--- src/rtl/gcsp_pkg.sv ---
// ----------------------------------------------------------------------------
// gcsp_pkg
// Types and constants for the serial game controller port core.
// ----------------------------------------------------------------------------
package gcsp_pkg;

  localparam int unsigned ShiftWidth = 24;
  localparam int unsigned PadWidth   = 8;
  localparam int unsigned CfgIdxWidth = 2;
  localparam int unsigned CfgDataWidth = 8;

  localparam logic [15:0] PortZeroAddr = 16'h4016;
  localparam logic [15:0] PortOneAddr  = 16'h4017;

  localparam logic [PadWidth-1:0]   CoinOpMask   = 8'hF3;
  localparam logic [PadWidth-1:0]   CoinOpStart  = 8'h08;
  localparam logic [ShiftWidth-1:0] SigPortZero  = 24'h080000;
  localparam logic [ShiftWidth-1:0] SigPortOne   = 24'h040000;
  localparam logic [7:0]            MicBit       = 8'h04;

  typedef enum logic [1:0] {
    OP_LATCH = 2'd0,
    OP_WRITE = 2'd1,
    OP_READ  = 2'd2,
    OP_NONE  = 2'd3
  } op_t;

  typedef enum logic [CfgIdxWidth-1:0] {
    CFG_COIN_OP     = 2'd0,
    CFG_SWAP_TYPE   = 2'd1,
    CFG_FOUR_PLAYER = 2'd2,
    CFG_UNUSED      = 2'd3
  } cfg_idx_t;

  typedef struct packed {
    logic [ShiftWidth-1:0] zero;
    logic [ShiftWidth-1:0] one;
  } port_load_t;

  typedef struct packed {
    logic [7:0] data;
    logic       valid;
  } result_t;

  // Shift register contents for a strobe load.
  function automatic port_load_t load_ports(
    input logic                coin_op,
    input logic [2:0]          swap,
    input logic                four,
    input logic [PadWidth-1:0] p1,
    input logic [PadWidth-1:0] p2,
    input logic [PadWidth-1:0] p3,
    input logic [PadWidth-1:0] p4
  );
    port_load_t            r;
    logic [PadWidth-1:0]   a1;
    logic [PadWidth-1:0]   a2;
    logic [PadWidth-1:0]   s1;
    logic [PadWidth-1:0]   s2;
    logic [PadWidth-1:0]   z;
    logic [PadWidth-1:0]   o;
    a1 = p1 & CoinOpMask;
    a2 = p2 & CoinOpMask;
    s1 = {5'b0, p1[3], 2'b0};
    s2 = {5'b0, p2[3], 2'b0};
    z  = '0;
    o  = '0;
    case (swap)
      3'd0: begin z = a1 | s1; o = a2 | s2; end
      3'd1: begin z = a2 | s1; o = a1 | s2; end
      3'd2: begin z = a1 | s1 | (s2 << 1); o = a2; end
      3'd3: begin z = a2 | s1 | (s2 << 1); o = a1; end
      3'd4: begin z = a1 | s1 | CoinOpStart; o = a2 | s2 | CoinOpStart; end
      3'd5: begin z = a2 | s1 | CoinOpStart; o = a1 | s2 | CoinOpStart; end
      3'd6: begin
        z = a1 | s1 | {4'b0, p1[2], 3'b0};
        o = a2 | s2 | {4'b0, p2[2], 3'b0};
      end
      default: begin z = '0; o = '0; end
    endcase
    if (coin_op) begin
      r.zero = {16'b0, z};
      r.one  = {16'b0, o};
    end else if (four) begin
      r.zero = {8'b0, p3, p1} | SigPortZero;
      r.one  = {8'b0, p4, p2} | SigPortOne;
    end else begin
      r.zero = {16'b0, p1};
      r.one  = {16'b0, p2};
    end
    return r;
  endfunction

endpackage

--- src/rtl/game_controller_serial_port_core.sv ---
// ----------------------------------------------------------------------------
// game_controller_serial_port_core
// Two-port serial game controller interface with strobe-loaded shift registers.
// ----------------------------------------------------------------------------
// Usage:
//   Input channel (in_valid/in_ready) carries one transaction per bus access
//   or frame latch: operation, addr, write_data, pad_one..pad_four and
//   mic_pressed. Every accepted transaction yields exactly one result on the
//   output channel (out_valid/out_ready): read_data and read_valid.
//   Config channel (cfg_valid/cfg_ready, cfg_index, cfg_data) writes
//   coin_op_mode, swap_type and four_player; cfg_ready is always high.
//   Result: registered in the output register, or in the skid register if stalled.
//   Throughput: one transaction per cycle while in_ready is high; state updates
//   happen at acceptance, so back-to-back reads shift on consecutive cycles.
//   Stall: a two-entry output buffer (output register plus skid register)
//   keeps accepting while one result waits; in_ready drops only when both
//   entries are full.
//   Reset: rst (synchronous) clears config, strobe, snapshots, shift
//   registers and the output and skid valid flags; result data is not reset.
// ----------------------------------------------------------------------------
module game_controller_serial_port_core (
  input  logic        clk,
  input  logic        rst,
  input  logic        in_valid,
  output logic        in_ready,
  input  logic [1:0]  operation,
  input  logic [15:0] addr,
  input  logic [7:0]  write_data,
  input  logic [7:0]  pad_one,
  input  logic [7:0]  pad_two,
  input  logic [7:0]  pad_three,
  input  logic [7:0]  pad_four,
  input  logic        mic_pressed,
  output logic        out_valid,
  input  logic        out_ready,
  output logic [7:0]  read_data,
  output logic        read_valid,
  input  logic        cfg_valid,
  output logic        cfg_ready,
  input  logic [gcsp_pkg::CfgIdxWidth-1:0]  cfg_index,
  input  logic [gcsp_pkg::CfgDataWidth-1:0] cfg_data
);

  logic       coin_op_mode;
  logic [2:0] swap_type;
  logic       four_player;

  logic                             strobe_flag;
  logic [gcsp_pkg::PadWidth-1:0]    pad_snapshot [4];
  logic                             mic_snapshot;
  logic [gcsp_pkg::ShiftWidth-1:0]  port_zero_shift;
  logic [gcsp_pkg::ShiftWidth-1:0]  port_one_shift;
  logic [gcsp_pkg::PadWidth-1:0]    port_zero_extra_shift;
  logic [gcsp_pkg::PadWidth-1:0]    port_one_extra_shift;

  gcsp_pkg::result_t out_reg;
  gcsp_pkg::result_t skid_reg;
  logic              skid_valid;
  gcsp_pkg::result_t result_next;

  gcsp_pkg::op_t        op;
  gcsp_pkg::port_load_t load;
  logic in_fire;
  logic out_fire;
  logic is_zero;
  logic is_one;
  logic do_load;

  assign op        = gcsp_pkg::op_t'(operation);
  assign in_ready  = !skid_valid;
  assign cfg_ready = 1'b1;
  assign in_fire   = in_valid && in_ready;
  assign out_fire  = out_valid && out_ready;
  assign is_zero   = (addr == gcsp_pkg::PortZeroAddr);
  assign is_one    = (addr == gcsp_pkg::PortOneAddr);
  assign do_load   = (op == gcsp_pkg::OP_WRITE) && is_zero && !write_data[0] && strobe_flag;

  assign load = gcsp_pkg::load_ports(coin_op_mode, swap_type, four_player,
                                     pad_snapshot[0], pad_snapshot[1],
                                     pad_snapshot[2], pad_snapshot[3]);

  always_comb begin
    result_next = '0;
    if (op == gcsp_pkg::OP_READ) begin
      if (is_zero) begin
        result_next.data  = {6'b0, port_zero_extra_shift[0], port_zero_shift[0]};
        if (!coin_op_mode && mic_snapshot) begin
          result_next.data = result_next.data | gcsp_pkg::MicBit;
        end
        result_next.valid = 1'b1;
      end else if (is_one) begin
        result_next.data  = {6'b0, port_one_extra_shift[0], port_one_shift[0]};
        result_next.valid = 1'b1;
      end
    end
  end

  always_ff @(posedge clk) begin
    if (rst) begin
      coin_op_mode <= 1'b0;
      swap_type    <= '0;
      four_player  <= 1'b0;
    end else if (cfg_valid && cfg_ready) begin
      case (gcsp_pkg::cfg_idx_t'(cfg_index))
        gcsp_pkg::CFG_COIN_OP:     coin_op_mode <= cfg_data[0];
        gcsp_pkg::CFG_SWAP_TYPE:   swap_type    <= cfg_data[2:0];
        gcsp_pkg::CFG_FOUR_PLAYER: four_player  <= cfg_data[0];
        default: ;
      endcase
    end
  end

  always_ff @(posedge clk) begin
    if (rst) begin
      strobe_flag           <= 1'b0;
      pad_snapshot[0]       <= '0;
      pad_snapshot[1]       <= '0;
      pad_snapshot[2]       <= '0;
      pad_snapshot[3]       <= '0;
      mic_snapshot          <= 1'b0;
      port_zero_shift       <= '0;
      port_one_shift        <= '0;
      port_zero_extra_shift <= '0;
      port_one_extra_shift  <= '0;
    end else if (in_fire) begin
      case (op)
        gcsp_pkg::OP_LATCH: begin
          pad_snapshot[0] <= pad_one;
          pad_snapshot[1] <= pad_two;
          pad_snapshot[2] <= pad_three;
          pad_snapshot[3] <= pad_four;
          mic_snapshot    <= mic_pressed;
        end
        gcsp_pkg::OP_WRITE: begin
          if (is_zero && write_data[0]) begin
            strobe_flag <= 1'b1;
          end else if (do_load) begin
            strobe_flag           <= 1'b0;
            port_zero_shift       <= load.zero;
            port_one_shift        <= load.one;
            port_zero_extra_shift <= pad_snapshot[2];
            port_one_extra_shift  <= pad_snapshot[3];
          end
        end
        gcsp_pkg::OP_READ: begin
          if (is_zero) begin
            port_zero_shift       <= port_zero_shift >> 1;
            port_zero_extra_shift <= port_zero_extra_shift >> 1;
          end else if (is_one) begin
            port_one_shift        <= port_one_shift >> 1;
            port_one_extra_shift  <= port_one_extra_shift >> 1;
          end
        end
        default: ;
      endcase
    end
  end

  // Output register plus skid entry.
  always_ff @(posedge clk) begin
    if (rst) begin
      out_valid  <= 1'b0;
      skid_valid <= 1'b0;
    end else if (skid_valid) begin
      if (out_fire) begin
        skid_valid <= 1'b0;
      end
    end else if (in_fire) begin
      if (!out_valid || out_ready) begin
        out_valid <= 1'b1;
      end else begin
        skid_valid <= 1'b1;
      end
    end else if (out_fire) begin
      out_valid <= 1'b0;
    end
  end

  always_ff @(posedge clk) begin
    if (skid_valid) begin
      if (out_fire) begin
        out_reg <= skid_reg;
      end
    end else if (in_fire) begin
      if (!out_valid || out_ready) begin
        out_reg <= result_next;
      end else begin
        skid_reg <= result_next;
      end
    end
  end

  assign read_data  = out_reg.data;
  assign read_valid = out_reg.valid;

  a_skid_implies_out: assert property (@(posedge clk) disable iff (rst)
    skid_valid |-> out_valid)
    else $error("skid entry held without output entry");

  a_read_data_narrow: assert property (@(posedge clk) disable iff (rst)
    out_valid |-> (read_data[7:3] == 5'b0) && (read_valid || read_data == 8'h00))
    else $error("result byte has stray bits");

  a_load_drops_strobe: assert property (@(posedge clk) disable iff (rst)
    in_fire && do_load |=> !strobe_flag)
    else $error("strobe still set after load");

  a_shift_on_read: assert property (@(posedge clk) disable iff (rst)
    in_fire && op == gcsp_pkg::OP_READ && is_one
      |=> port_one_shift[gcsp_pkg::ShiftWidth-1] == 1'b0)
    else $error("port one shift not zero filled");

  a_stall_keeps_result: assert property (@(posedge clk) disable iff (rst)
    out_valid && !out_ready |=> out_valid && $stable(read_data) && $stable(read_valid))
    else $error("stalled result changed");

endmodule
--- config.mk ---
export PLATFORM = sky130hd
export DESIGN_NAME = game_controller_serial_port_core
export DESIGN_NICKNAME = d
export VERILOG_FILES = /design/src/rtl/gcsp_pkg.sv /design/src/rtl/game_controller_serial_port_core.sv
export SDC_FILE = /design/constraint.sdc
export NUM_CORES = 1
export LEC_CHECK = 0
export ABC_AREA = 1
export BUFFER_PORTS_ARGS = -buffer_cell sky130_fd_sc_hd__buf_2
export CORE_MARGIN = 4
export CORE_UTILIZATION = 40
export CTS_BUF_LIST = sky130_fd_sc_hd__clkbuf_4 sky130_fd_sc_hd__clkbuf_8 sky130_fd_sc_hd__clkbuf_16
export CTS_CLUSTER_SIZE = 14
export DETAILED_ROUTE_END_ITERATION = 10
export PLACE_DENSITY = 0.7
export SLEW_MARGIN = 20
export SYNTH_ARGS = -nofsm -noshare
export SYNTH_HDL_FRONTEND = slang
export SYNTH_SLANG_ARGS = --single-unit
--- constraint.sdc ---
create_clock -name clk -period 2 [get_ports clk]
set_input_delay 0.1 -clock clk [delete_from_list [all_inputs] [get_ports clk]]
set_output_delay 0.1 -clock clk [all_outputs]
set_load 0.02 [all_outputs]
==> summary by stage, run 1 <==
Floorplan
The area of the die is 15400 sq um. The number of top-level design ports is 86. The placement row count is 42.

The die boundary width is 124 microns. The vertical die dimension is 124 microns. The total area inside the core boundary comes to 13200 sq um.

For this configuration, the core starts out at a cell density of 40.8%.

Cells and area
The share of the core filled with cells is 46.4%. The combined flip-flop and latch cell area is 2480 sq um. The flip-flop count of the largest register, all copies and words added is 32. The area of the multi-input gates is 2210 sq um. The number of fill cells is 1376.

The final layout net count is 890. Leaving out fill and tap cells, the most frequent cells in the layout are 184 x sky130_fd_sc_hd__nand2_1, 139 x sky130_fd_sc_hd__nor2_1, 117 x sky130_fd_sc_hd__inv_1. The most common cell after layout, fill and taps aside is sky130_fd_sc_hd__nand2_1. Ranked by flip-flop count, first place goes to pad_snapshot. In the final layout, the registers with the most flip-flops are pad_snapshot: 32 flops, port_zero_shift: 20 flops, port_one_shift: 19 flops. 0 antenna diodes ended up in the layout.

In the final layout, the share of cells above drive strength 1 is 14.3%. The area growth from synthesis to layout is 13.8%.

Power and ir drop
In this run the power spent charging and discharging nets is 1.20 mW. Of the total power, the share spent switching nets is 26.0%. The proportion of power drawn by flip-flops and latches is 50.8%.

For this design the ratio of total power to cell area is 750 nW/um^2. In this run the static leakage power is 2.90 nW. The internal power contribution is 3.41 mW. The clock group share of total power is 36.0%.

The combinational fraction of design power is 13.2%. VDD sags by at most 0.000423 V.

Global routing
The maximum number of pins on one net before global-route repair is 53. Summed over all layers, the global routing overflow is 0. The via count of the first global-routing pass was 4210. The first global-routing pass estimated 19.3 mm of wire.

Global routing used 15.7% of the available tracks across all layers. The number of antenna violations at the first check in global routing came to 0.

Yosys
Summing every instance area after synthesis gives 5400 sq um. Synthesis produced 765 cells. Counting flops and latches in the post-synthesis netlist gives 104. The synthesized netlist contains 32 unique library cells. The number of synthesis warnings is 0.

Summing the sequential cell areas from Yosys gives 46.0% of the chip area. Averaged over all synthesized cells, the footprint is 7.06 sq um.

Critical path
For the worst setup path, the data required time is 2.28 ns. The number of buffers and inverters on the critical path is 3. The setup check on the worst reg-to-reg path leaves a slack of 0.18 ns. In this run the number of cells on the critical path is 9.

STA classifies the critical path endpoint as a register. The worst setup path is of the reg2reg kind. The library cell contributing the largest single delay on the critical path is sky130_fd_sc_hd__dfxtp_1. The data arrival at the endpoint of the critical path is 2.10 ns. Along the worst path, the maximum fanout reaches 20. Traced cell by cell, the critical path runs through inv_2 > nand2_2 > inv_1 > nand2_1 > nor2_8 > nand2_2 > inv_2 > nor2_1 > nor2_1. The nature of the critical path startpoint is a register. The largest single stage delay on the critical path is 0.39 ns. The cell family contributing the most delay on the critical path is simple AND/OR/NAND/NOR gates. The worst reg2reg path depth is 9.

Timing
The clock tree skew after final layout is 0.00486 ns. The number of max-slew violations in the final report is 0. Setup violations remaining at the end of the flow were counted as 0. The summed negative setup slack over all endpoints is 0 ns. For the finished layout, the period the worst path requires is 1.82 ns.

Setup repair after global routing left no endpoint under its margin. The maximum operating frequency is 550 MHz. Of the available clock period, the critical path in the final layout requires 90.9%.

The final number of hold-violating endpoints is 0.

Detailed routing
Before antenna repair, the detailed router went through 5 iterations. The residual DRC count is 0. The DRC violation total after the first TritonRoute iteration is 251. The routed wire length is 11.5 mm. The number of vias in the routed layout is 4650. The post-detailed-route count of antenna-violating nets is 0.

After detailed routing, the average wire length per cell comes to 11.5 microns. Using the TritonRoute via totals, the vias-per-cell ratio works out to 4.66.

CTS
The level count of the clock H-tree is 3. The number of resized instances in the post-cts repair step is 0. The register clock-pin slew on the reported worst setup and hold paths is 0.07 ns. The total clock buffers created by CTS is 9. The clock sink count is 104. TritonCTS built the clock tree. The later pin in the worst-skew pair is clocked with a latency of 0.35 ns. In this run the deepest clock path goes through 2 buffers. The clock tree root buffer cell is sky130_fd_sc_hd__clkbuf_16.

The number of buffers inserted by post-CTS setup repair is 0.

Run
Max-cap violations in this run came to 0.

Status
The flow ran to the end, and the final reports show no timing, DRC or antenna violations.

Placement
Detailed placement finished with a half-perimeter wire length of 7.58 mm. At the end of routability-driven placement, the weighted congestion stood at 0.863. The number of buffers inserted by port buffering is 67.

Hold path
Counting instances, the worst hold path has a depth of 3. The worst min-delay path category is in2reg.
## routing by layer
layer | part of all wire, % | global-route usage, % | vias to the layer above | routed length, microns
li1 | - | - | 2473 | -
met4 | 1.6 | 6.09 | 0 | 184
met2 | 47 | 25.9 | 82 | 5350
met1 | 48 | 20.5 | 2080 | 5490
met3 | 3.8 | 2.82 | 15 | 434
met5 | 0 | 0 | - | 0
## what timing repair did
| item | CTS | global route |
|---|---|---|
| hold buffers | 1 | 0 |
| endpoints found under the hold margin | 1 | 0 |
| endpoints found under the setup margin | 0 | 0 |
## Yosys cell counts
cell type                   instances  area (sq um)
sky130_fd_sc_hd__clkinv_1           1          3.75
sky130_fd_sc_hd__nand2_1          184           691
sky130_fd_sc_hd__o211ai_1           1          7.51
sky130_fd_sc_hd__a31oi_1            5          31.3
sky130_fd_sc_hd__nand3_4            1          17.5
sky130_fd_sc_hd__inv_2              7          26.3
sky130_fd_sc_hd__o22ai_1           12          75.1
sky130_fd_sc_hd__buf_4             10          75.1
sky130_fd_sc_hd__nor3_1            10          50.1
sky130_fd_sc_hd__or2_2              2          12.5
sky130_fd_sc_hd__clkbuf_1          19          71.3
sky130_fd_sc_hd__conb_1             2          7.51
sky130_fd_sc_hd__buf_6              5          56.3
sky130_fd_sc_hd__a21oi_1           35           175
sky130_fd_sc_hd__nand3_2            1          10.0
sky130_fd_sc_hd__nor2_1           139           522
sky130_fd_sc_hd__nor4_1             2          12.5
sky130_fd_sc_hd__inv_1            117           439
sky130_fd_sc_hd__dfxtp_1           64          1280
sky130_fd_sc_hd__nand3_1           33           165
sky130_fd_sc_hd__buf_2             11          55.1
sky130_fd_sc_hd__nor2_8             1          20.0
sky130_fd_sc_hd__nor2_2             3          18.8
sky130_fd_sc_hd__o2111ai_1          1          8.76
sky130_fd_sc_hd__edfxtp_1          40          1200
sky130_fd_sc_hd__nand2_2            4          25.0
sky130_fd_sc_hd__a21oi_4            1          16.3
sky130_fd_sc_hd__nor2_4             2          22.5
sky130_fd_sc_hd__nand4_1           16           100
sky130_fd_sc_hd__o21ai_0           27           135
sky130_fd_sc_hd__a22oi_1            2          15.0
sky130_fd_sc_hd__nand3b_1           7          52.6
## final timing paths
kind	startpoint	to
worst min-delay path	cfg_data[1]	swap_type[1]
worst min register to register	port_one_shift[16]	port_one_shift[16]
worst max-delay path	skid_valid	port_one_shift[11]
worst max register to register	skid_valid	port_one_shift[11]
## logic make-up after synthesis
| family | synth area share [%] |
|---|---|
| flip-flops | 46.0 |
| AO/OA/AOI/OAI | 8.60 |
| AND/OR/NAND/NOR | 31.8 |
| other | 0.139 |
| buffers and inverters | 13.5 |
## final cells by class
cell class	count	area share [%]
Tap cell	176	3.58
Clock buffer	12	4.13
Multi-Input combinational cell	495	35.9
Sequential cell	104	40.4
Timing Repair Buffer	81	8.02
Inverter	125	7.63
Clock inverter	4	0.346
## stage by stage
stage | std cells | hold WS [ns] | area [sq um] | setup slack, ns | total power [mW]
6_report | 997 | 0.0404 | 6150 | 0.182 | 4.61
5_1_grt | 997 | 0.0565 | 6150 | 0.0152 | 4.83
4_1_cts | 997 | 0.0394 | 6150 | 0.173 | 4.63
3_5_place_dp | 980 | 0.345 | 5860 | 0.222 | 2.99
3_3_place_gp | 980 | 0.339 | 5860 | 0.244 | 2.98
2_1_floorplan | 769 | 0.179 | 5420 | 0.248 | 2.82
## power by group through the flow
stage / registers (mW) / logic (mW) / clock network [mW]
finish: 2.34 / 0.609 / 1.66
global route: 2.35 / 0.695 / 1.78
CTS: 2.34 / 0.611 / 1.68
detailed placement: 2.39 / 0.605 / 0
global placement: 2.39 / 0.598 / 0
floorplan: 2.38 / 0.441 / 0
## tightest hold or removal path: cells and delay by family
family,cells,cell delay (ns)
AO/OA/AOI/OAI,2,0.17
buffers and inverters,1,0.08
No activity file was read; power rests on OpenSTA's default activity.
==> run 2: changes to the inputs <==
==> constraint.sdc (replaced) <==
create_clock -name clk -period 1.7 [get_ports clk]
set_input_delay 0.085 -clock clk [delete_from_list [all_inputs] [get_ports clk]]
set_output_delay 0.085 -clock clk [all_outputs]
set_load 0.02 [all_outputs]
==> run 2 against run 1 <==
Maximum frequency grew 19%. Wire length grew 1.4%. Core utilization rose by 1.2 points. Clock skew increased by 0.0032 ns. First-iteration DRC count is 12% higher. Design area is 2.7% higher. Highest routed layer unchanged. Combinational power increased by 22%. Die area did not move. Clock power rose by 44%.
==> summary by stage, run 2 (synthesis gave the netlist of run 1 again) <==
Status
The run finished with clean final reports.

Cells and area
In the final design database the tool counted 896 nets. The flip-flop count of the largest register, all copies and words added is 32. The number of antenna diodes in the final layout is 0. In the layout the commonest cells are 184 x sky130_fd_sc_hd__nand2_1, 139 x sky130_fd_sc_hd__nor2_1, 117 x sky130_fd_sc_hd__inv_1. Cells fill 47.7% of the core in the end. The area growth from synthesis to layout is 16.9%.

The post-route netlist has 15.1% of its cells at a drive strength greater than 1. pad_snapshot holds more flip-flops than any other register. The library cell used most frequently in the layout, excluding fill and tap cells, is sky130_fd_sc_hd__nand2_1. Counting the fill cells in the layout gives 1350.

The largest registers in the layout are pad_snapshot: 32 flops, port_zero_shift: 20 flops, port_one_shift: 19 flops.

Global routing
The first global-routing pass estimated 20.3 mm of wire. The maximum number of pins on one net before global-route repair is 40. The total routing usage reported by global routing is 16.4%. Summed over all layers, the global routing overflow is 0.

The number of antenna violations at the first check in global routing is 0. The via count of the first global-routing pass is 4451.

Power and ir drop
In this run switching power makes up 24.6% of total power. The internal power contribution is 4.44 mW. IR analysis of the VDD net gives a maximum drop of 0.000476 V.

Combinational logic burns 12.6% of the power. Of the total power, registers draw 46.8%. The power density relative to cell area is 934 nW/um^2. The clock group share of total power is 40.6%. The overall power after layout is 5.89 mW. In this run the static leakage power is 2.97 nW. The net switching power of the design is 1.45 mW.

Timing
The clock tree skew after final layout is 0.00802 ns. The final number of hold-violating endpoints is 0. Setup repair after global routing left no endpoint under its margin. The final period demand of the worst path is 1.53 ns. Static timing analysis puts the maximum clock frequency at 655 MHz. The setup violation total in the final timing report is 0. For the final routed database, the setup TNS stands at 0 ns.

The final worst-path cycle share is 89.8%. The number of max-slew violations in the final report is 0.

Placement
At the end of routability-driven placement, the weighted congestion stood at 0.838. The detailed placement HPWL is 7.82 mm. The number of buffers inserted by port buffering is 67.

Critical path
The critical path is of the reg2reg type. The critical path goes through inv_2 > nand2_2 > nor3_1 > or2_4 > buf_12. At the worst endpoint, the required time is 1.76 ns.

STA classifies the critical path startpoint as a register. The data arrival at the endpoint of the critical path is 1.58 ns. The kind of cell adding the most delay to the critical path is simple AND/OR/NAND/NOR gates.

Of all nets on the critical path, the largest fanout is 19. The library cell contributing the largest single delay on the critical path is sky130_fd_sc_hd__dfxtp_1. The delay contributed by the slowest stage of the critical path is 0.32 ns.

The type of destination of the critical path is a register. Counting both buffers and inverters, the worst setup path holds a total of 2.

Detailed routing
Dividing the detail-routed wire length by the instance count gives 11.6 microns. The routed wire length is 11.6 mm. After detailed routing, the met3 layer carries 425 microns of wire. After detailed routing, the number of vias per cell comes to 4.65. In this run the top signal layer used is met4. The routed length on met1 is 5.48 mm.

The detailed router finished its first iteration with 282 violations. The first-pass iteration count of the detailed router is 4. The detail route stage leaves a number of antenna-violating nets equal to 0. After detailed routing, the number of remaining DRC violations is 0. The met2 layer wire length in the routed design is 5.47 mm. Detailed routing inserted a total of 4663 vias.

Floorplan
The die boundary width is 124 microns. The area of the die is 15400 sq um. The floorplan has 42 rows. The vertical die dimension is 124 microns. The floorplan step defined a core boundary enclosing 13200 sq um. The initial utilization of the core area, before any placement, comes to 40.8%.

86 I/O pins were placed.

CTS
The clock sink count is 104. The clock tree root buffer cell is sky130_fd_sc_hd__clkbuf_16. Clock latency on the worst-skew pair, taken at its later pin, is 0.34 ns.

Counting along the longest clock path gives a buffer depth of 2. Clock-pin slew was measured on the worst setup and hold paths at 0.07 ns. TritonCTS built the clock tree. The H-tree was split into 3 levels.

The number of setup buffers added after CTS is 0. The total clock buffers created by CTS is 9.

Run
The number of maximum-capacitance violations is 0.

Hold path
The worst min-delay path category is in2reg.
run 2: final cells by class:
type | count | area, sq um | area share, %
inverter | 125 | 472 | 7.47
multi-input combinational | 495 | 2210 | 35.1
timing repair buffer | 87 | 576 | 9.12
sequential | 104 | 2480 | 39.3
tap | 176 | 220 | 3.49
clock buffer | 10 | 233 | 3.69
clock inverter | 6 | 115 | 1.82
run 2: metrics by stage:
stage / worst slack (ns) / instance area, sq um / hold slack [ns] / std cells
floorplan: 0.0997 / 5420 / 0.164 / 769
global placement: 0.138 / 5950 / 0.312 / 986
detailed placement: 0.0731 / 5950 / 0.331 / 986
CTS: 0.0519 / 6300 / 0.0274 / 1003
global route: 0.00560 / 6310 / 0.0338 / 1003
finish: 0.174 / 6310 / 0.0308 / 1003
run 2: power by group through the flow:
| stage | clock network, mW | logic, mW | registers, mW |
|---|---|---|---|
| after floorplan | 0 | 0.520 | 2.80 |
| after global placement | 0 | 0.730 | 2.81 |
| after detailed placement | 0 | 0.740 | 2.81 |
| after CTS | 2.43 | 0.748 | 2.75 |
| after global routing | 2.53 | 0.858 | 2.77 |
| final | 2.39 | 0.744 | 2.75 |
run 2: worst min-delay path: cells and delay by family:
kind | cells | cell delay (ns)
buf+inv | 2 | 0.10
simple gates | 1 | 0.08
run 2: final timing paths:
check / startpoint / endpoint / slack, ns / depth (start not counted)
min reg2reg: port_zero_shift[18] / port_zero_shift[18] / 0.47 / 2
min: pad_four[4] / pad_snapshot[3][4] / 0.03 / 3
max reg2reg: skid_valid / pad_snapshot[2][0] / 0.17 / 5
max: skid_valid / pad_snapshot[2][0] / 0.17 / 5
run 2: per-layer routing:
metal,track usage [%],up-vias
met5,0,-
met3,3.04,17
met2,27.3,82
met1,21.6,2079
met4,5.34,0
li1,-,2485
run 2: timing repair:
action,CTS,global route
setup endpoints to repair,0,20
endpoints found under the hold margin,1,0
gates resized for setup,0,3
hold buffers,1,0
